### src/hdl/valve_sequencer_master_booster_core_macros.svh
// ----------------------------------------------------------------------------
// Assertion macros for the valve sequencer
// Shorthand for clocked, reset-qualified concurrent assertions.
// ----------------------------------------------------------------------------
`ifndef VALVE_SEQUENCER_MASTER_BOOSTER_CORE_MACROS_SVH
`define VALVE_SEQUENCER_MASTER_BOOSTER_CORE_MACROS_SVH

// Same-cycle implication, sampled on clock, off while reset is high.
`define VSMB_ASSERT_IMPLY(name, ante, cons, msg) \
   name: assert property (@(posedge clock) disable iff (reset) (ante) |-> (cons)) \
      else $error(msg);

// Next-cycle implication, sampled on clock, off while reset is high.
`define VSMB_ASSERT_NEXT(name, ante, cons, msg) \
   name: assert property (@(posedge clock) disable iff (reset) (ante) |=> (cons)) \
      else $error(msg);

`endif

### src/hdl/vsmb_pkg.sv
// ----------------------------------------------------------------------------
// Valve sequencer package
// Shared constants, codes, item and result types for the valve sequencer.
// ----------------------------------------------------------------------------
package vsmb_pkg;

   localparam int VALVES      = 8;
   localparam int VALVE_W     = 3;
   localparam int MASK_W      = 8;
   localparam int ELAPSED_W   = 17;
   localparam int SECONDS_W   = 16;
   localparam int CSR_INDEX_W = 3;
   localparam int CSR_DATA_W  = 16;

   // Configuration register indexes
   localparam logic [CSR_INDEX_W-1:0] CSR_MASTER_PRESENT   = 3'd0;
   localparam logic [CSR_INDEX_W-1:0] CSR_BOOSTER_PRESENT  = 3'd1;
   localparam logic [CSR_INDEX_W-1:0] CSR_VALVE_PRESENT    = 3'd2;
   localparam logic [CSR_INDEX_W-1:0] CSR_BOOSTER_SECONDS  = 3'd3;
   localparam logic [CSR_INDEX_W-1:0] CSR_RUN_UP_SECONDS   = 3'd4;
   localparam logic [CSR_INDEX_W-1:0] CSR_RUN_DOWN_SECONDS = 3'd5;

   localparam logic [SECONDS_W-1:0] RUN_UP_SECONDS_RESET   = 16'd2;
   localparam logic [SECONDS_W-1:0] RUN_DOWN_SECONDS_RESET = 16'd2;

   typedef enum logic [2:0] {
      PH_IDLE     = 3'd0,
      PH_RUN_UP   = 3'd1,
      PH_BOOST    = 3'd2,
      PH_RUN      = 3'd3,
      PH_RUN_DOWN = 3'd4
   } phase_type;

   typedef enum logic [1:0] {
      KIND_STATUS  = 2'd0,
      KIND_VALVE   = 2'd1,
      KIND_MASTER  = 2'd2,
      KIND_BOOSTER = 2'd3
   } kind_type;

   // Front-end classification of an accepted input
   typedef enum logic [1:0] {
      CLS_TICK    = 2'd0,
      CLS_COMMAND = 2'd1,
      CLS_SKIP    = 2'd2
   } cls_type;

   typedef enum logic [3:0] {
      ST_IDLE,
      ST_SCAN,
      ST_PHASE,
      ST_DRAIN_RD,
      ST_DRAIN_EX,
      ST_FINISH,
      ST_EMIT_RD,
      ST_EMIT_LD,
      ST_EMIT_ST
   } step_type;

   typedef struct packed {
      cls_type              cls;
      logic [VALVE_W-1:0]   valve_index;
      logic                 command_on;
   } item_type;

   typedef struct packed {
      logic [VALVE_W-1:0]   valve_index;
      logic                 command_on;
   } pend_type;

   typedef struct packed {
      kind_type             kind;
      logic [VALVE_W-1:0]   relay_index;
      logic                 relay_on;
   } res_type;

   typedef struct packed {
      logic                 master_present;
      logic                 booster_present;
      logic [MASK_W-1:0]    valve_present;
      logic [SECONDS_W-1:0] booster_seconds;
      logic [SECONDS_W-1:0] run_up_seconds;
      logic [SECONDS_W-1:0] run_down_seconds;
   } cfg_type;

   function automatic logic valve_exists(input logic [VALVE_W-1:0] idx,
                                         input logic [MASK_W-1:0]  present);
      return (int'(idx) < VALVES) && present[idx];
   endfunction

endpackage

### src/hdl/valve_sequencer_master_booster_core.sv
// ----------------------------------------------------------------------------
// Valve sequencer with master and booster relays
// Top level: configuration registers, input front end and step engine.
// ----------------------------------------------------------------------------
// Each input is a one-second tick or an open/close command for one valve.
// Commands for valves that are present go into a pending queue of
// QUEUE_DEPTH entries; a full queue drops the command and flags it in the
// status result. Every input runs the phase machine (idle, run-up, boost,
// run, run-down) and produces zero or more relay and valve results followed
// by one status result with rsp_last set. All results of an input carry the
// phase and open-valve mask as they stand after that input. The front end
// takes inputs into a two-entry queue while the engine works, so req_ready
// stays high until two inputs are waiting. The engine handles one input at a
// time and reads the pending queue one entry per cycle during the scan. A
// step takes the input, scans the pending queue, applies the phase checks,
// in boost or run drains the queue and then closes the drain, and at last
// emits each relay and valve result and the status. Each input is registered
// in the front-end queue before its step starts. Write configuration only
// while no input is in flight.
// ----------------------------------------------------------------------------
module valve_sequencer_master_booster_core
   import vsmb_pkg::*;
#(
   parameter int QUEUE_DEPTH = 16
) (
   input  logic                   clock,
   input  logic                   reset,
   // input items
   input  logic                   req_valid,
   output logic                   req_ready,
   input  logic                   req_func,
   input  logic [VALVE_W-1:0]     req_valve_index,
   input  logic                   req_command_on,
   // result items
   output logic                   rsp_valid,
   input  logic                   rsp_ready,
   output logic [1:0]             rsp_kind,
   output logic [VALVE_W-1:0]     rsp_relay_index,
   output logic                   rsp_relay_on,
   output logic [2:0]             rsp_phase,
   output logic [MASK_W-1:0]      rsp_open_mask,
   output logic                   rsp_dropped,
   output logic                   rsp_last,
   // configuration writes
   input  logic                   csr_valid,
   output logic                   csr_ready,
   input  logic [CSR_INDEX_W-1:0] csr_index,
   input  logic [CSR_DATA_W-1:0]  csr_data
);

   cfg_type  cfg_ff, cfg_in;
   logic     item_valid;
   logic     item_ready;
   item_type item;

   // Configuration writes always complete in one transfer
   assign csr_ready = 1'b1;

   // Decode the register index; unknown indexes are ignored
   always_comb begin
      cfg_in = cfg_ff;
      if (csr_valid && csr_ready) begin
         case (csr_index)
            CSR_MASTER_PRESENT:   cfg_in.master_present   = csr_data[0];
            CSR_BOOSTER_PRESENT:  cfg_in.booster_present  = csr_data[0];
            CSR_VALVE_PRESENT:    cfg_in.valve_present    = csr_data[MASK_W-1:0];
            CSR_BOOSTER_SECONDS:  cfg_in.booster_seconds  = csr_data[SECONDS_W-1:0];
            CSR_RUN_UP_SECONDS:   cfg_in.run_up_seconds   = csr_data[SECONDS_W-1:0];
            CSR_RUN_DOWN_SECONDS: cfg_in.run_down_seconds = csr_data[SECONDS_W-1:0];
            default: begin
            end
         endcase
      end
   end

   always_ff @(posedge clock) begin
      if (reset) begin
         cfg_ff.master_present   <= 1'b0;
         cfg_ff.booster_present  <= 1'b0;
         cfg_ff.valve_present    <= '0;
         cfg_ff.booster_seconds  <= '0;
         cfg_ff.run_up_seconds   <= RUN_UP_SECONDS_RESET;
         cfg_ff.run_down_seconds <= RUN_DOWN_SECONDS_RESET;
      end else begin
         cfg_ff <= cfg_in;
      end
   end

   // Front end: accept and classify, hold up to two inputs
   vsmb_front u_front (
      .clock           (clock),
      .reset           (reset),
      .valve_present   (cfg_ff.valve_present),
      .req_valid       (req_valid),
      .req_ready       (req_ready),
      .req_func        (req_func),
      .req_valve_index (req_valve_index),
      .req_command_on  (req_command_on),
      .item_valid      (item_valid),
      .item_ready      (item_ready),
      .item            (item)
   );

   // Step engine: phase machine, pending queue, result stream
   vsmb_back #(
      .QUEUE_DEPTH (QUEUE_DEPTH)
   ) u_back (
      .clock           (clock),
      .reset           (reset),
      .cfg             (cfg_ff),
      .item_valid      (item_valid),
      .item_ready      (item_ready),
      .item            (item),
      .rsp_valid       (rsp_valid),
      .rsp_ready       (rsp_ready),
      .rsp_kind        (rsp_kind),
      .rsp_relay_index (rsp_relay_index),
      .rsp_relay_on    (rsp_relay_on),
      .rsp_phase       (rsp_phase),
      .rsp_open_mask   (rsp_open_mask),
      .rsp_dropped     (rsp_dropped),
      .rsp_last        (rsp_last)
   );

endmodule

### src/hdl/vsmb_front.sv
// ----------------------------------------------------------------------------
// Valve sequencer front end
// Accepts inputs, classifies them as tick, queued command or skipped command,
// and holds them in a two-entry queue for the step engine.
// ----------------------------------------------------------------------------
module vsmb_front
   import vsmb_pkg::*;
(
   input  logic               clock,
   input  logic               reset,
   input  logic [MASK_W-1:0]  valve_present,
   input  logic               req_valid,
   output logic               req_ready,
   input  logic               req_func,
   input  logic [VALVE_W-1:0] req_valve_index,
   input  logic               req_command_on,
   output logic               item_valid,
   input  logic               item_ready,
   output item_type           item
);

   localparam int FQ_DEPTH = 2;
   localparam int FQ_PTR_W = $clog2(FQ_DEPTH);
   localparam int FQ_CNT_W = $clog2(FQ_DEPTH + 1);

   item_type              fq_ff [FQ_DEPTH];
   logic [FQ_PTR_W-1:0]   wr_ptr_ff, wr_ptr_in;
   logic [FQ_PTR_W-1:0]   rd_ptr_ff, rd_ptr_in;
   logic [FQ_CNT_W-1:0]   cnt_ff, cnt_in;
   item_type              cls_item;
   logic                  push;
   logic                  pop;

   // Classify the incoming item
   always_comb begin
      cls_item.valve_index = req_valve_index;
      cls_item.command_on  = req_command_on;
      if (!req_func) begin
         cls_item.cls = CLS_TICK;
      end else if (valve_exists(req_valve_index, valve_present)) begin
         cls_item.cls = CLS_COMMAND;
      end else begin
         cls_item.cls = CLS_SKIP;
      end
   end

   assign req_ready  = (cnt_ff != FQ_CNT_W'(FQ_DEPTH));
   assign item_valid = (cnt_ff != '0);
   assign item       = fq_ff[rd_ptr_ff];
   assign push       = req_valid && req_ready;
   assign pop        = item_valid && item_ready;

   always_comb begin
      wr_ptr_in = push ? wr_ptr_ff + FQ_PTR_W'(1) : wr_ptr_ff;
      rd_ptr_in = pop  ? rd_ptr_ff + FQ_PTR_W'(1) : rd_ptr_ff;
      cnt_in    = cnt_ff;
      if (push && !pop) begin
         cnt_in = cnt_ff + FQ_CNT_W'(1);
      end else if (pop && !push) begin
         cnt_in = cnt_ff - FQ_CNT_W'(1);
      end
   end

   always_ff @(posedge clock) begin
      if (reset) begin
         wr_ptr_ff <= '0;
         rd_ptr_ff <= '0;
         cnt_ff    <= '0;
      end else begin
         wr_ptr_ff <= wr_ptr_in;
         rd_ptr_ff <= rd_ptr_in;
         cnt_ff    <= cnt_in;
      end
   end

   always_ff @(posedge clock) begin
      if (push) begin
         fq_ff[wr_ptr_ff] <= cls_item;
      end
   end

endmodule

### src/hdl/vsmb_back.sv
// ----------------------------------------------------------------------------
// Valve sequencer step engine
// Runs one input through the phase machine: queues commands, scans the
// pending queue, applies phase checks, drains commands and streams results.
// ----------------------------------------------------------------------------
`include "valve_sequencer_master_booster_core_macros.svh"

module vsmb_back
   import vsmb_pkg::*;
#(
   parameter int QUEUE_DEPTH = 16
) (
   input  logic               clock,
   input  logic               reset,
   input  cfg_type            cfg,
   input  logic               item_valid,
   output logic               item_ready,
   input  item_type           item,
   output logic               rsp_valid,
   input  logic               rsp_ready,
   output logic [1:0]         rsp_kind,
   output logic [VALVE_W-1:0] rsp_relay_index,
   output logic               rsp_relay_on,
   output logic [2:0]         rsp_phase,
   output logic [MASK_W-1:0]  rsp_open_mask,
   output logic               rsp_dropped,
   output logic               rsp_last
);

   localparam int QW        = (QUEUE_DEPTH > 1) ? $clog2(QUEUE_DEPTH) : 1;
   localparam int CW        = $clog2(QUEUE_DEPTH + 1);
   localparam int SW        = CW + 1;
   localparam int RES_DEPTH = QUEUE_DEPTH + 2;
   localparam int RW        = $clog2(RES_DEPTH);
   localparam int RCW       = $clog2(RES_DEPTH + 1);
   localparam logic [ELAPSED_W-1:0] ELAPSED_MAX = '1;

   step_type               st_ff, st_in;
   phase_type              phase_ff, phase_in;
   logic [MASK_W-1:0]      open_ff, open_in;
   logic [ELAPSED_W-1:0]   ru_el_ff, ru_el_in;
   logic [ELAPSED_W-1:0]   bo_el_ff, bo_el_in;
   logic [ELAPSED_W-1:0]   rd_el_ff, rd_el_in;
   logic [QW-1:0]          head_ff, head_in;
   logic [CW-1:0]          count_ff, count_in;
   logic [CW-1:0]          scan_ff, scan_in;
   logic                   rd_vld_ff, rd_vld_in;
   logic                   has_on_ff, has_on_in;
   logic                   dropped_ff, dropped_in;
   logic [RCW-1:0]         res_cnt_ff, res_cnt_in;
   logic [RCW-1:0]         out_idx_ff, out_idx_in;

   pend_type               q_mem [QUEUE_DEPTH];
   pend_type               q_rd_ff;
   logic                   q_we, q_re;
   logic [QW-1:0]          q_waddr, q_raddr;
   pend_type               q_wdata;

   res_type                res_mem [RES_DEPTH];
   res_type                res_rd_ff;
   logic                   res_we, res_re;
   res_type                res_wdata;

   logic                   rsp_valid_ff, rsp_valid_in;
   kind_type               rsp_kind_ff, rsp_kind_in;
   logic [VALVE_W-1:0]     rsp_idx_ff, rsp_idx_in;
   logic                   rsp_on_ff, rsp_on_in;
   phase_type              rsp_phase_ff, rsp_phase_in;
   logic [MASK_W-1:0]      rsp_open_ff, rsp_open_in;
   logic                   rsp_dropped_ff, rsp_dropped_in;
   logic                   rsp_last_ff, rsp_last_in;
   logic                   out_free;

   phase_type              chk_phase;
   logic [ELAPSED_W-1:0]   chk_ru, chk_bo;
   logic                   chk_emit;
   res_type                chk_res;

   function automatic logic [QW-1:0] wrap_add(input logic [QW-1:0] base,
                                              input logic [CW-1:0] off);
      logic [SW-1:0] sum;
      sum = SW'(base) + SW'(off);
      if (sum >= SW'(QUEUE_DEPTH)) begin
         sum = sum - SW'(QUEUE_DEPTH);
      end
      return sum[QW-1:0];
   endfunction

   function automatic logic [ELAPSED_W-1:0] sat_inc(input logic [ELAPSED_W-1:0] v);
      return (v == ELAPSED_MAX) ? v : v + ELAPSED_W'(1);
   endfunction

   assign out_free = !rsp_valid_ff || rsp_ready;

   // Phase checks, in order; at most one relay write comes out of them
   always_comb begin
      phase_type            ph;
      logic [ELAPSED_W-1:0] ru;
      logic [ELAPSED_W-1:0] bo;
      ph       = phase_ff;
      ru       = ru_el_ff;
      bo       = bo_el_ff;
      chk_emit = 1'b0;
      chk_res  = '{kind: KIND_STATUS, relay_index: '0, relay_on: 1'b0};

      if (ph == PH_BOOST) begin
         if (has_on_ff) begin
            bo = '0;
         end else if (bo > ELAPSED_W'(cfg.booster_seconds)) begin
            if (cfg.booster_present) begin
               chk_emit = 1'b1;
               chk_res  = '{kind: KIND_BOOSTER, relay_index: '0, relay_on: 1'b0};
            end
            ph = PH_RUN;
         end
      end

      if (ph == PH_IDLE && has_on_ff) begin
         if (cfg.master_present) begin
            chk_emit = 1'b1;
            chk_res  = '{kind: KIND_MASTER, relay_index: '0, relay_on: 1'b1};
            ru       = '0;
            ph       = PH_RUN_UP;
         end else if (cfg.booster_present) begin
            chk_emit = 1'b1;
            chk_res  = '{kind: KIND_BOOSTER, relay_index: '0, relay_on: 1'b1};
            bo       = '0;
            ph       = PH_BOOST;
         end else begin
            ph = PH_RUN;
         end
      end

      if (ph == PH_RUN_UP && ru > ELAPSED_W'(cfg.run_up_seconds)) begin
         if (cfg.booster_present) begin
            chk_emit = 1'b1;
            chk_res  = '{kind: KIND_BOOSTER, relay_index: '0, relay_on: 1'b1};
            bo       = '0;
            ph       = PH_BOOST;
         end else begin
            ph = PH_RUN;
         end
      end

      if (ph == PH_RUN && has_on_ff && cfg.booster_present) begin
         chk_emit = 1'b1;
         chk_res  = '{kind: KIND_BOOSTER, relay_index: '0, relay_on: 1'b1};
         bo       = '0;
         ph       = PH_BOOST;
      end

      if (ph == PH_RUN_DOWN) begin
         if (has_on_ff) begin
            if (cfg.booster_present) begin
               chk_emit = 1'b1;
               chk_res  = '{kind: KIND_BOOSTER, relay_index: '0, relay_on: 1'b1};
               bo       = '0;
               ph       = PH_BOOST;
            end else begin
               ph = PH_RUN;
            end
         end else if (rd_el_ff > ELAPSED_W'(cfg.run_down_seconds)) begin
            if (cfg.master_present) begin
               chk_emit = 1'b1;
               chk_res  = '{kind: KIND_MASTER, relay_index: '0, relay_on: 1'b0};
            end
            ph = PH_IDLE;
         end
      end

      chk_phase = ph;
      chk_ru    = ru;
      chk_bo    = bo;
   end

   // Next state
   always_comb begin
      st_in = st_ff;
      case (st_ff)
         ST_IDLE: begin
            if (item_valid) begin
               st_in = ST_SCAN;
            end
         end
         ST_SCAN: begin
            if (scan_ff == count_ff && !rd_vld_ff) begin
               st_in = ST_PHASE;
            end
         end
         ST_PHASE: begin
            if (chk_phase == PH_BOOST || chk_phase == PH_RUN) begin
               st_in = ST_DRAIN_RD;
            end else begin
               st_in = ST_EMIT_RD;
            end
         end
         ST_DRAIN_RD: begin
            st_in = (count_ff != '0) ? ST_DRAIN_EX : ST_FINISH;
         end
         ST_DRAIN_EX: begin
            st_in = ST_DRAIN_RD;
         end
         ST_FINISH: begin
            st_in = ST_EMIT_RD;
         end
         ST_EMIT_RD: begin
            st_in = (out_idx_ff != res_cnt_ff) ? ST_EMIT_LD : ST_EMIT_ST;
         end
         ST_EMIT_LD: begin
            if (out_free) begin
               st_in = ST_EMIT_RD;
            end
         end
         ST_EMIT_ST: begin
            if (out_free) begin
               st_in = ST_IDLE;
            end
         end
         default: begin
            st_in = ST_IDLE;
         end
      endcase
   end

   // Datapath
   always_comb begin
      phase_in       = phase_ff;
      open_in        = open_ff;
      ru_el_in       = ru_el_ff;
      bo_el_in       = bo_el_ff;
      rd_el_in       = rd_el_ff;
      head_in        = head_ff;
      count_in       = count_ff;
      scan_in        = scan_ff;
      rd_vld_in      = rd_vld_ff;
      has_on_in      = has_on_ff;
      dropped_in     = dropped_ff;
      res_cnt_in     = res_cnt_ff;
      out_idx_in     = out_idx_ff;
      q_we           = 1'b0;
      q_re           = 1'b0;
      q_waddr        = wrap_add(head_ff, count_ff);
      q_raddr        = head_ff;
      q_wdata        = '{valve_index: item.valve_index, command_on: item.command_on};
      res_we         = 1'b0;
      res_re         = 1'b0;
      res_wdata      = chk_res;
      rsp_valid_in   = rsp_valid_ff && !rsp_ready;
      rsp_kind_in    = rsp_kind_ff;
      rsp_idx_in     = rsp_idx_ff;
      rsp_on_in      = rsp_on_ff;
      rsp_phase_in   = rsp_phase_ff;
      rsp_open_in    = rsp_open_ff;
      rsp_dropped_in = rsp_dropped_ff;
      rsp_last_in    = rsp_last_ff;

      case (st_ff)
         ST_IDLE: begin
            if (item_valid) begin
               dropped_in = 1'b0;
               has_on_in  = 1'b0;
               scan_in    = '0;
               rd_vld_in  = 1'b0;
               case (item.cls)
                  CLS_TICK: begin
                     ru_el_in = sat_inc(ru_el_ff);
                     bo_el_in = sat_inc(bo_el_ff);
                     rd_el_in = sat_inc(rd_el_ff);
                  end
                  CLS_COMMAND: begin
                     if (count_ff != CW'(QUEUE_DEPTH)) begin
                        q_we     = 1'b1;
                        count_in = count_ff + CW'(1);
                     end else begin
                        dropped_in = 1'b1;
                     end
                  end
                  default: begin
                  end
               endcase
            end
         end
         ST_SCAN: begin
            // issue one read per cycle, check the entry read the cycle before
            rd_vld_in = 1'b0;
            if (scan_ff != count_ff) begin
               q_re      = 1'b1;
               q_raddr   = wrap_add(head_ff, scan_ff);
               scan_in   = scan_ff + CW'(1);
               rd_vld_in = 1'b1;
            end
            if (rd_vld_ff && q_rd_ff.command_on && !open_ff[q_rd_ff.valve_index]) begin
               has_on_in = 1'b1;
            end
         end
         ST_PHASE: begin
            phase_in = chk_phase;
            ru_el_in = chk_ru;
            bo_el_in = chk_bo;
            if (chk_emit) begin
               res_we     = 1'b1;
               res_cnt_in = res_cnt_ff + RCW'(1);
            end
         end
         ST_DRAIN_RD: begin
            if (count_ff != '0) begin
               q_re = 1'b1;
            end
         end
         ST_DRAIN_EX: begin
            if (valve_exists(q_rd_ff.valve_index, cfg.valve_present) &&
                open_ff[q_rd_ff.valve_index] != q_rd_ff.command_on) begin
               open_in[q_rd_ff.valve_index] = q_rd_ff.command_on;
               res_we     = 1'b1;
               res_wdata  = '{kind: KIND_VALVE, relay_index: q_rd_ff.valve_index,
                              relay_on: q_rd_ff.command_on};
               res_cnt_in = res_cnt_ff + RCW'(1);
            end
            head_in  = wrap_add(head_ff, CW'(1));
            count_in = count_ff - CW'(1);
         end
         ST_FINISH: begin
            if (open_ff == '0) begin
               if (phase_ff == PH_BOOST && cfg.booster_present) begin
                  res_we     = 1'b1;
                  res_wdata  = '{kind: KIND_BOOSTER, relay_index: '0, relay_on: 1'b0};
                  res_cnt_in = res_cnt_ff + RCW'(1);
               end
               if (cfg.master_present) begin
                  phase_in = PH_RUN_DOWN;
                  rd_el_in = '0;
               end else begin
                  phase_in = PH_IDLE;
               end
            end
         end
         ST_EMIT_RD: begin
            if (out_idx_ff != res_cnt_ff) begin
               res_re = 1'b1;
            end
         end
         ST_EMIT_LD: begin
            if (out_free) begin
               rsp_valid_in   = 1'b1;
               rsp_kind_in    = res_rd_ff.kind;
               rsp_idx_in     = res_rd_ff.relay_index;
               rsp_on_in      = res_rd_ff.relay_on;
               rsp_phase_in   = phase_ff;
               rsp_open_in    = open_ff;
               rsp_dropped_in = 1'b0;
               rsp_last_in    = 1'b0;
               out_idx_in     = out_idx_ff + RCW'(1);
            end
         end
         ST_EMIT_ST: begin
            if (out_free) begin
               rsp_valid_in   = 1'b1;
               rsp_kind_in    = KIND_STATUS;
               rsp_idx_in     = '0;
               rsp_on_in      = 1'b0;
               rsp_phase_in   = phase_ff;
               rsp_open_in    = open_ff;
               rsp_dropped_in = dropped_ff;
               rsp_last_in    = 1'b1;
               res_cnt_in     = '0;
               out_idx_in     = '0;
            end
         end
         default: begin
         end
      endcase
   end

   // Outputs
   always_comb begin
      item_ready      = (st_ff == ST_IDLE);
      rsp_valid       = rsp_valid_ff;
      rsp_kind        = rsp_kind_ff;
      rsp_relay_index = rsp_idx_ff;
      rsp_relay_on    = rsp_on_ff;
      rsp_phase       = rsp_phase_ff;
      rsp_open_mask   = rsp_open_ff;
      rsp_dropped     = rsp_dropped_ff;
      rsp_last        = rsp_last_ff;
   end

   always_ff @(posedge clock) begin
      if (reset) begin
         st_ff        <= ST_IDLE;
         phase_ff     <= PH_IDLE;
         open_ff      <= '0;
         ru_el_ff     <= '0;
         bo_el_ff     <= '0;
         rd_el_ff     <= '0;
         head_ff      <= '0;
         count_ff     <= '0;
         scan_ff      <= '0;
         rd_vld_ff    <= 1'b0;
         has_on_ff    <= 1'b0;
         dropped_ff   <= 1'b0;
         res_cnt_ff   <= '0;
         out_idx_ff   <= '0;
         rsp_valid_ff <= 1'b0;
      end else begin
         st_ff        <= st_in;
         phase_ff     <= phase_in;
         open_ff      <= open_in;
         ru_el_ff     <= ru_el_in;
         bo_el_ff     <= bo_el_in;
         rd_el_ff     <= rd_el_in;
         head_ff      <= head_in;
         count_ff     <= count_in;
         scan_ff      <= scan_in;
         rd_vld_ff    <= rd_vld_in;
         has_on_ff    <= has_on_in;
         dropped_ff   <= dropped_in;
         res_cnt_ff   <= res_cnt_in;
         out_idx_ff   <= out_idx_in;
         rsp_valid_ff <= rsp_valid_in;
      end
   end

   always_ff @(posedge clock) begin
      rsp_kind_ff    <= rsp_kind_in;
      rsp_idx_ff     <= rsp_idx_in;
      rsp_on_ff      <= rsp_on_in;
      rsp_phase_ff   <= rsp_phase_in;
      rsp_open_ff    <= rsp_open_in;
      rsp_dropped_ff <= rsp_dropped_in;
      rsp_last_ff    <= rsp_last_in;
   end

   // Pending command queue
   always_ff @(posedge clock) begin
      if (q_we) begin
         q_mem[q_waddr] <= q_wdata;
      end
      if (q_re) begin
         q_rd_ff <= q_mem[q_raddr];
      end
   end

   // Result buffer for one step
   always_ff @(posedge clock) begin
      if (res_we) begin
         res_mem[res_cnt_ff[RW-1:0]] <= res_wdata;
      end
      if (res_re) begin
         res_rd_ff <= res_mem[out_idx_ff[RW-1:0]];
      end
   end

   `VSMB_ASSERT_IMPLY(a_idle_buffer_empty, st_ff == ST_IDLE, res_cnt_ff == '0 && out_idx_ff == '0, "result buffer not empty between steps")
   `VSMB_ASSERT_IMPLY(a_flowing_has_open, st_ff == ST_IDLE && (phase_ff == PH_BOOST || phase_ff == PH_RUN), open_ff != '0 && count_ff == '0, "boost or run with no open valve or undrained queue")
   `VSMB_ASSERT_IMPLY(a_dropped_on_status, rsp_valid_ff && !rsp_last_ff, !rsp_dropped_ff, "drop flag on a non-status result")
   `VSMB_ASSERT_NEXT(a_status_reopens, st_ff == ST_EMIT_ST && out_free, st_ff == ST_IDLE && rsp_valid_ff && rsp_last_ff, "status transfer did not close the step")

endmodule

### config.mk
export PLATFORM = sky130hd
export DESIGN_NAME = valve_sequencer_master_booster_core
export DESIGN_NICKNAME = d
export VERILOG_FILES = /design/src/hdl/vsmb_pkg.sv /design/src/hdl/valve_sequencer_master_booster_core.sv /design/src/hdl/vsmb_front.sv /design/src/hdl/vsmb_back.sv
export VERILOG_INCLUDE_DIRS = /design/src /design/src/hdl
export SDC_FILE = /design/constraint.sdc
export NUM_CORES = 1
export LEC_CHECK = 0
export BUFFER_PORTS_ARGS = -buffer_cell sky130_fd_sc_hd__buf_2
export CAP_MARGIN = 25
export CORE_ASPECT_RATIO = 1.5
export CORE_MARGIN = 4
export CORE_UTILIZATION = 35
export CTS_BUF_LIST = sky130_fd_sc_hd__clkbuf_16
export CTS_CLUSTER_SIZE = 28
export DETAILED_ROUTE_END_ITERATION = 10
export PLACE_DENSITY = 0.5
export SLEW_MARGIN = 20
export SYNTH_ARGS = -nofsm -noshare
export SYNTH_HDL_FRONTEND = slang
export SYNTH_HIERARCHICAL = 1
export SYNTH_SLANG_ARGS = --single-unit
export TNS_END_PERCENT = 5
### constraint.sdc
create_clock -name clock -period 5.4 [get_ports clock]
set_input_delay 1.08 -clock clock [delete_from_list [all_inputs] [get_ports clock]]
set_output_delay 1.08 -clock clock [all_outputs]
set_load 0.005 [all_outputs]
==> results of run 1 <==
-- sequential cells by signal (all words and copies together) (netlist names), 5 cells and up, named ones only --
register,count
u_back/res_mem,108
u_back/q_mem,64
cfg_ff,58
u_back/bo_el_ff,17
u_back/rd_el_ff,17
u_back/ru_el_ff,17
u_front/fq_ff,12
u_back/open_ff,8
u_back/rsp_open_mask,8
u_back/res_rd_ff,6
u_back/count_ff,5
u_back/out_idx_ff,5
u_back/res_cnt_ff,5
u_back/scan_ff,5
-- worst min-delay path by stage --
stage | endpoint | slack (ns) | cells past startpoint
after floorplan | u_back/rsp_phase[2] | 0.40 | 0
after global placement | cfg_ff[35] | 0.46 | 2
after detailed placement | cfg_ff[35] | 0.46 | 2
after CTS | cfg_ff[29] | 0.48 | 2
after global routing | cfg_ff[36] | 0.49 | 2
final | cfg_ff[35] | 0.47 | 2
-- report_power, final --
group          internal (mW)  total [mW]  switching, mW
Combinational          0.530        1.47          0.942
Sequential              3.13        3.31          0.184
Clock                   1.62        2.77           1.15
Total                   5.28        7.56           2.28
-- cell usage in the layout (no fill, tap or decap), drive strengths merged, types with 20 or more instances in the layout --
| cell type | synthesis | final |
|---|---|---|
| a211oi | 22 | 22 |
| a21oi | 89 | 89 |
| a31oi | 24 | 24 |
| and2 | 37 | 37 |
| and3 | 20 | 20 |
| buf | 28 | 65 |
| clkbuf | 52 | 39 |
| dfxtp | 157 | 157 |
| edfxtp | 213 | 213 |
| ha | 71 | 71 |
| inv | 64 | 72 |
| mux2i | 81 | 81 |
| mux4 | 38 | 38 |
| nand2 | 100 | 100 |
| nand2b | 96 | 96 |
| nand3 | 30 | 30 |
| nor2 | 175 | 175 |
| nor3 | 29 | 29 |
| o21ai | 49 | 49 |
| xor2 | 29 | 29 |
-- area by class of cell --
class | instances | share of cell area, %
Multi-Input combinational cell | 1082 | 38.90
Clock inverter | 32 | 1.757
Timing Repair Buffer | 65 | 1.825
Sequential cell | 370 | 47.33
Clock buffer | 39 | 4.842
Inverter | 64 | 1.192
Tap cell | 669 | 4.153
-- cells by family after synthesis --
group	share of synthesized area, %
mux	9.847
xor+xnor	2.293
other cells	0.02089
flops	53.13
buf+inv	3.352
simple gates	17.32
compound gates	8.753
fa+ha+maj	5.283
-- critical path, cell delays in order, from the launching register on --
cell and delay, ns:
dfxtp_1 0.30, nand2b_1 0.17, or4b_1 0.75, inv_2 0.17, nor2_1 0.07, ha_1 0.31
a211oi_2 0.19, nor3b_1 0.08, or4_4 0.49, o31ai_2 0.25, o21a_1 0.27, o211a_4 0.21
a211oi_2 0.09, o21ai_2 0.22, nand2_1 0.27, nor2_1 0.51
-- metal layers --
metal	part of all wire (%)	up-vias
li1	-	5806
met2	54	164
met3	2.6	62
met1	41	5846
met4	2.5	0
met5	0	-
==> metrics.txt, run 1 <==
Final Core Density=39.77%; DRT antenna net count=0; run status=complete, no violations; Netlist cell types=84; die width=192.9 um; FMAX=212.6 MHz; Power Density=375.0 nW/um2; IO buf count=49; Min-Delay Path Class=reg2reg; most area-hungry cell type in the Yosys netlist=edfxtp_1; Final Instance Area=20160 um2; Max IR drop VDD=0.1878 mV; Filler cells=4874; EDFF count, synth=213; FP Rows=101; Synth Warn #=6; synthesized flop and latch total=370; global route hottest layer=met2; Worst-Skew Late Latency=0.55 ns; r2r setup slk=0.70 ns; Finish-stage setup viols=0; maxcap violations=0; CTS tree=yes; multi-input logic area=7840 um2; sequential fraction of the synthesis area=53.13%; HPWL after DPL=32.18 mm; routed wire length per instance=19.21 um; initial antenna violation count=0; met1 usage=19.18%; final hold slack=0.4745 ns; DRC errors left=0; Clock Sinks=370; antenna fix cells=0; crit path capture=u_back/res_mem[17][5]; All-Layer GR Usage=16.31%; pin count of the biggest net entering global routing=92; RSZ-0062 raised after global routing=no; final setup margin=0.6962 ns; post-CTS sizing=0; Async SR Flop Fraction=0%; core region area=50670 um2; crit path launch=u_back/phase_ff[2]; Slew Limit Fails=0; global-route wire length before repair=70.68 mm; Pleak=7.230 nW; Post-Layout Cell Count=2321; Tcrit/Tclk final=87.11%; Final TNS setup=0 ns; max_slew headroom=37.21%; Slew @ Worst Pin=0.9418 ns; placed cells=2250; Tot Pwr=7.559 mW; Final Hold Fails=0; Synth top cells by count=edfxtp_1 (213), nor2_1 (175), dfxtp_1 (157), nand2_1 (98), nand2b_1 (95); number of global-route vias before repair=12347; reg2reg start=u_back/phase_ff[2]; global route total overflow=0; Post-Syn Instances=1596; syn_area_per_cell=11.25 um2; share of post-route cells with drive strength above 1=13.32%; WL final=44.58 mm; via/cell ratio=5.118; via count=11878; syn_nets=1699; synthesis-to-finish area growth=12.27%; DR iter-0 viols=746; CP required=5.59 ns; final net count=1725; GR met2 Demand/Resource=30.80%; cts bufs inserted=39; CP endpoint kind=flip-flop; CP Launch Type=flip-flop; # IOs=51; clock skew=0.02228 ns; Top FF cell, synth=edfxtp_1; CTS root buffer=clkbuf_16; min Tclk post-route=4.704 ns; drt pass-1 iters=7; cts hold-fix bufs=0; critical path class=reg2reg; routability cong.=0.8035; grt met3 use=2.070%; die height=285.4 um; CTS clk-pin slew, worst paths=0.06 ns; crit path max fanout=16; FF+latch area=9540 um2; most frequent cell after synthesis=edfxtp_1; pre-CTS setup slack=0.6974 ns; crit path DAT=4.89 ns; Starting Density=35.43%; reg-to-reg endpoint=u_back/res_mem[17][5]; Area after DPL=18820 um2; min-delay src=cfg_ff[35]; CTS HTree Levels=2; # Post-CTS Setup Buffers=0; Synth top area share=35.63%; Max Buffers Root-to-Sink=3; R2R depth=15; die area=55060 um2; top post-synthesis cells by area=edfxtp_1 (36%), dfxtp_1 (18%), ha_1 (4.9%), mux4_2 (4.8%), mux2i_1 (4.5%); post-synthesis cell area=17950 um2
Note: power is estimated with default switching activity, not from simulation.
==> run 2, diff against run 1 <==
--- a/config.mk
+++ b/config.mk
@@ -6,9 +6,10 @@
 export SDC_FILE = /design/constraint.sdc
 export NUM_CORES = 1
 export LEC_CHECK = 0
+export ABC_AREA = 1
 export BUFFER_PORTS_ARGS = -buffer_cell sky130_fd_sc_hd__buf_2
 export CAP_MARGIN = 25
-export CORE_ASPECT_RATIO = 1.5
+export CORE_ASPECT_RATIO = 2
 export CORE_MARGIN = 4
 export CORE_UTILIZATION = 35
 export CTS_BUF_LIST = sky130_fd_sc_hd__clkbuf_16
==> metrics.txt, run 2 <==
die width=169.9 um (-12%); crit path max fanout=22 (+6); crit path capture=u_back/res_mem[6][1]; Slew @ Worst Pin=1.042 ns (+0.1006 ns); Finish-stage setup viols=0 (unchanged); CP Launch Type=flip-flop; Pleak=7.937 nW (+9.8%); syn_area_per_cell=8.553 um2 (-24%); antenna fix cells=0 (unchanged); FMAX=253.7 MHz (+19%); WL final=52.20 mm (+17%); commonest cells after routing, fill and taps aside=nor2_1 (369), nand2_1 (314), inv_1 (253); EDFF count, synth=213 (unchanged); drt pass-1 iters=6 (-1); met1 wire length=18.00 mm (-0.32%); post-synthesis cell area=18340 um2 (+2.1%); run status=complete, no violations; Final TNS setup=0 ns (unchanged); sequential fraction of the synthesis area=52.02% (-1.1 points); CTS HTree Levels=2 (unchanged); R2R depth=18 (+3); # Post-CTS Setup Buffers=0 (unchanged); routed wire length per instance=18.25 um (-5.0%); Filler cells=5240 (+7.5%); die height=331.7 um (+16%); final hold slack=0.4842 ns (+0.009699 ns); CP endpoint kind=flip-flop; # IOs=51 (unchanged); DRC errors left=0 (unchanged); cts hold-fix bufs=0 (unchanged); RSZ-0062 raised after global routing=no; CP required=5.59 ns (about the same); Final Core Density=39.44% (-0.33 points); initial antenna violation count=0 (unchanged); simple-gate share of the synthesized area=22.44% (+5.1 points); synthesis-to-finish area growth=11.47%; Top FF cell, synth=edfxtp_1; CTS tree=yes; Synth top cells by count=nor2_1 (371), nand2_1 (314), inv_1 (249), edfxtp_1 (213), nand3_1 (170); max reg flops=108 (unchanged); IO buf count=49 (unchanged); post-synthesis compound-gate area fraction=11.50% (+2.8 points); share of post-route cells with drive strength above 1=8.360% (-5.0 points); top post-synthesis cells by area=edfxtp_1 (35%), dfxtp_1 (17%), nor2_1 (7.6%), nand2_1 (6.4%), inv_1 (5.1%); Post-Layout Cell Count=2861 (+23%); routability cong.=0.9078 (+13%); Worst-Skew Late Latency=0.55 ns (about the same); Tot Pwr=8.514 mW (+13%); via count=14478 (+22%); Starting Density=35.39% (-0.043 points); synthesized flop and latch total=370 (unchanged); Netlist cell types=58 (-31%); maxcap violations=0 (unchanged); via/cell ratio=5.060 (-1.1%); min Tclk post-route=3.942 ns (-0.7619 ns); HPWL after DPL=39.61 mm (+23%); final net count=2279 (+32%); routed wl met2=30.05 mm (+24%); Synth Warn #=6 (unchanged); Buf/Inv on CP=3 (+2); global route total overflow=0 (unchanged); CP Depth=18 (+3); Post-Syn Instances=2144 (+34%); Critical Path Max Stage Delay=0.44 ns (-0.31 ns); Max IR drop VDD=0.2285 mV (+22%); most area-hungry cell type in the Yosys netlist=edfxtp_1; All-Layer GR Usage=18.45% (+2.1 points); crit path launch=u_back/phase_ff[2]; largest family of logic cells by synthesized area=simple AND/OR/NAND/NOR gates; most frequent cell after synthesis=nor2_1; global-route wire length before repair=81.29 mm (+15%); Clock Sinks=370 (unchanged); worst path cell trace=inv_2 -> nand4_4 -> nand2_1 -> inv_1 -> ha_1 -> nand4_1 -> nor4_1 -> nand2_1 -> nand2_1 -> o21bai_2 -> nor2_1 -> nand4_1 -> buf_4 -> nand3_1 -> nand2_1 -> nand2_2 -> nand2_1 -> nor2_1; FP Rows=118 (+17%); reg-to-reg endpoint=u_back/res_mem[6][1]; Max Buffers Root-to-Sink=3 (unchanged); CTS root buffer=clkbuf_16; reg2reg start=u_back/phase_ff[2]; Synth top area share=34.88% (-0.75 points); pin count of the biggest net entering global routing=57 (-38%); cts bufs inserted=35 (-10%); met3 WL=1.653 mm (+40%); Final Hold Fails=0 (unchanged); commonest non-fill, non-tap cell in the layout=nor2_1; die area=56340 um2 (+2.3%); clock skew=0.02336 ns (+0.001085 ns); Async SR Flop Fraction=0% (unchanged); DR iter-0 viols=599 (-20%); CP dominant cell by count=nand2_1; DRT antenna net count=0 (unchanged); adder-cell area share of the yosys netlist=5.172% (-0.11 points); Crit-path slowest cell=dfxtp_1; CTS clk-pin slew, worst paths=0.06 ns (about the same); Synth Area in XOR/XNOR=1.242% (-1.1 points); number of global-route vias before repair=14888 (+21%); post-CTS sizing=0 (unchanged); mux share of post-synthesis cell area=0.3684% (-9.5 points); critical path class=reg2reg; Crit path max-delay family=simple AND/OR/NAND/NOR gates; Top Layer Used=met4; core region area=51820 um2 (+2.3%); Power Density=416.5 nW/um2 (+11%); Tcrit/Tclk final=73.00% (-14 points); placed cells=2799 (+24%); max_slew headroom=30.51% (-6.7 points); r2r setup slk=1.46 ns (+0.76 ns); Slew Limit Fails=0 (unchanged); crit path DAT=4.13 ns (-0.76 ns); Min-Delay Path Class=reg2reg; syn_nets=2247 (+32%)
## run 2: final cells by class
cell class / instances / area (um2) / share of cell area (%)
clock buffers: 36 / 900.9 / 4.407
multi-input cells: 1433 / 7495 / 36.67
clock inverters: 26 / 267.8 / 1.310
flip-flops and latches: 370 / 9539 / 46.67
repair buffers: 69 / 410.4 / 2.008
well taps: 660 / 825.8 / 4.040
inverters: 267 / 1002 / 4.903
## run 2: per-layer routing
metal / up-vias / global-route usage (%)
met5: - / 0
met4: 0 / 8.761
met3: 110 / 2.167
met2: 248 / 37.14
met1: 6829 / 17.93
li1: 7291 / -
## run 2: kinds of logic after synthesis
| kind of cell | count (synthesis) |
|---|---|
| buffers and inverters | 341 |
| AO/OA/AOI/OAI | 370 |
| flip-flops | 370 |
| AND/OR/NAND/NOR | 956 |
| other | 1 |
| multiplexers | 6 |
| XOR/XNOR | 26 |
| adder cells (fa/ha/maj) | 74 |
## run 2: worst register-to-register path, stage by stage, from the launching register on
cell      delay [ns]
dfxtp_1         0.44
inv_2           0.14
nand4_4         0.27
nand2_1         0.16
inv_1           0.06
ha_1            0.34
nand4_1         0.13
nor4_1          0.33
nand2_1         0.12
nand2_1         0.10
o21bai_2        0.10
nor2_1          0.13
nand4_1         0.10
buf_4           0.24
nand3_1         0.13
nand2_1         0.07
nand2_2         0.12
nand2_1         0.19
nor2_1          0.44
## run 2: metrics by stage
| stage | cell area, um2 | setup slack [ns] |
|---|---|---|
| after floorplan | 18340 | 2.088 |
| after global placement | 19230 | 1.490 |
| after detailed placement | 19270 | 1.446 |
| after CTS | 20440 | 1.430 |
| after global routing | 20440 | 1.070 |
| final | 20440 | 1.458 |
## run 2: worst min-delay path by stage
stage | startpoint | depth (start not counted) | end | slack (ns)
after floorplan | u_back/phase_ff[2] | 0 | u_back/rsp_phase[2] | 0.40
after global placement | cfg_ff[23] | 2 | cfg_ff[23] | 0.46
after detailed placement | cfg_ff[41] | 2 | cfg_ff[41] | 0.47
after CTS | cfg_ff[17] | 2 | cfg_ff[17] | 0.48
after global routing | cfg_ff[29] | 2 | cfg_ff[29] | 0.50
final | u_front/cnt_ff[0] | 2 | u_front/cnt_ff[0] | 0.48
## run 2: where the power goes
group,internal [mW],leakage (nW),switching (mW)
logic,0.780,4.13,1.67
registers,3.26,3.22,0.269
clock network,1.46,0.587,1.08
total,5.50,7.94,3.02
==> run 3, diff against run 2 <==
--- a/config.mk
+++ b/config.mk
@@ -6,7 +6,7 @@
 export SDC_FILE = /design/constraint.sdc
 export NUM_CORES = 1
 export LEC_CHECK = 0
-export ABC_AREA = 1
+export ABC_AREA = 0
 export BUFFER_PORTS_ARGS = -buffer_cell sky130_fd_sc_hd__buf_2
 export CAP_MARGIN = 25
 export CORE_ASPECT_RATIO = 2
==> constraint.sdc (replaced) <==
create_clock -name clock -period 4.06 [get_ports clock]
set_input_delay 0.812 -clock clock [delete_from_list [all_inputs] [get_ports clock]]
set_output_delay 0.812 -clock clock [all_outputs]
set_load 0.005 [all_outputs]
==> metrics.txt, run 3 (synthesized netlist as in run 1, its figures left out) <==
run status=finished with violations; failing checks=negative setup slack; share of post-route cells with drive strength above 1=17.94% (+9.6 points); global-route wire length before repair=74.27 mm (-8.6%); Finish-stage setup viols=18 (+18); CTS root buffer=clkbuf_16; final net count=1786 (-22%); final setup margin=-0.02118 ns (-1.479 ns); Min-Delay Path Class=reg2reg; Tcrit/Tclk final=100.5% (+28 points); max_slew headroom=35.20% (+4.7 points); die height=328.3 um (-1.0%); max reg flops=108 (unchanged); Starting Density=35.34% (-0.042 points); via/cell ratio=5.129 (+1.4%); pin count of the biggest net entering global routing=75 (+32%); Max Buffers Root-to-Sink=3 (unchanged); Tot Pwr=10.36 mW (+22%); die width=168.2 um (-1.0%); crit path DAT=4.38 ns (+0.25 ns); crit path max fanout=6 (-73%); commonest cells after routing, fill and taps aside=edfxtp_1 (213), nor2_1 (164), dfxtp_1 (154); # IOs=51 (unchanged); final hold slack=0.4726 ns (-0.01164 ns); number of global-route vias before repair=12798 (-14%); synthesis-to-finish area growth=16.11%; DRT antenna net count=0 (unchanged); drt pass-1 iters=5 (-1); FP Rows=117 (-0.85%); global route total overflow=0 (unchanged); cts bufs inserted=37 (+5.7%); routability cong.=0.8419 (-7.3%); WL final=47.28 mm (-9.4%); CP Launch Type=flip-flop; Slew @ Worst Pin=0.9637 ns (-0.07867 ns); core region area=50800 um2 (-2.0%); Final Core Density=41.04% (+1.6 points); FMAX=245.0 MHz (-3.4%); cts hold-fix bufs=0 (unchanged); commonest non-fill, non-tap cell in the layout=edfxtp_1; Pleak=7.597 nW (-4.3%); DR iter-0 viols=657 (+9.7%); CTS HTree Levels=2 (unchanged); min Tclk post-route=4.081 ns (+0.1393 ns); Slew Limit Fails=0 (unchanged); IO buf count=49 (unchanged); Max IR drop VDD=0.3548 mV (+55%); initial antenna violation count=0 (unchanged); critical path class=reg2reg; CTS tree=yes; RSZ-0062 raised after global routing=yes; maxcap violations=0 (unchanged); routed wire length per instance=19.99 um (+9.6%); die area=55200 um2 (-2.0%); Clock Sinks=370 (unchanged); CP required=4.36 ns (-1.23 ns); antenna fix cells=0 (unchanged); All-Layer GR Usage=17.18% (-1.3 points); Power Density=496.9 nW/um2 (+19%); HPWL after DPL=34.93 mm (-12%); Worst-Skew Late Latency=0.56 ns (about the same); DRC errors left=0 (unchanged); CP endpoint kind=flip-flop; via count=12131 (-16%); CTS clk-pin slew, worst paths=0.07 ns (about the same); clock skew=0.03981 ns (+0.01645 ns); Final Hold Fails=0 (unchanged)
==> run 3: what timing repair did <==
item / in CTS / in global routing
cloned: 1 / 0
setup endpoints to repair: 108 / 119
resized for setup: 18 / 18
pin swaps: 7 / 5
setup buffers: 2 / 5
==> run 3: per-layer routing <==
layer / GRT usage, % / vias up / part of all wire, %
met2: 34.41 / 181 / 57
met3: 1.912 / 86 / 2.5
met1: 17.78 / 5943 / 36
met4: 6.816 / 0 / 4.0
met5: 0 / - / 0
li1: - / 5921 / -
==> run 3: path summary, 6_finish.rpt <==
path	depth (start not counted)	slack, ns	to	from
worst max register to register	19	-0.02	u_back/res_mem[17][1]	u_back/phase_ff[2]
worst max-delay path	19	-0.02	u_back/res_mem[17][1]	u_back/phase_ff[2]
worst min register to register	2	0.47	cfg_ff[30]	cfg_ff[30]
worst min-delay path	2	0.47	cfg_ff[30]	cfg_ff[30]
==> run 3: power breakdown <==
| group | internal (mW) | total, mW | switching [mW] | leakage, nW |
|---|---|---|---|---|
| sequential | 4.16 | 4.35 | 0.184 | 3.20 |
| clock | 2.23 | 3.72 | 1.50 | 0.657 |
| combinational | 0.871 | 2.29 | 1.42 | 3.74 |
==> run 3: per-stage QoR <==
stage	area, um2	worst slack (ns)	setup TNS (ns)	std cells
global placement	19290	-0.1501	-12.67	2290
global route	20850	-0.1519	-9.040	2365
CTS	20710	0.002769	0	2361
detailed placement	19290	-0.1702	-14.91	2291
floorplan	17980	-0.08966	-8.118	1596
finish	20850	-0.02118	-0.1517	2365
==> run 3: cell type report <==
cell class                 instances  area [um2]
clock buffer                      38       950.9
clock inverter                    29       360.3
fill                            4859       29950
inverter                          64       240.2
multi-input combinational       1082        8010
sequential                       370        9543
tap                              654       818.3
timing repair buffer             128       923.4
==> run 3: critical path, cell delays in order (launching register included) <==
cell and delay, ns:
dfxtp_2 0.32, nand2b_4 0.13, or4b_4 0.51, buf_6 0.16, inv_2 0.05, nor2_1 0.04, ha_1 0.31, a211oi_2 0.21
nor3b_1 0.08, or4_4 0.51, o31ai_4 0.21, buf_4 0.14, o22a_1 0.15, nand2b_1 0.12, a211oi_4 0.30, o21ai_4 0.10
nand2_1 0.11, buf_6 0.16, nor2_2 0.05, buf_4 0.16
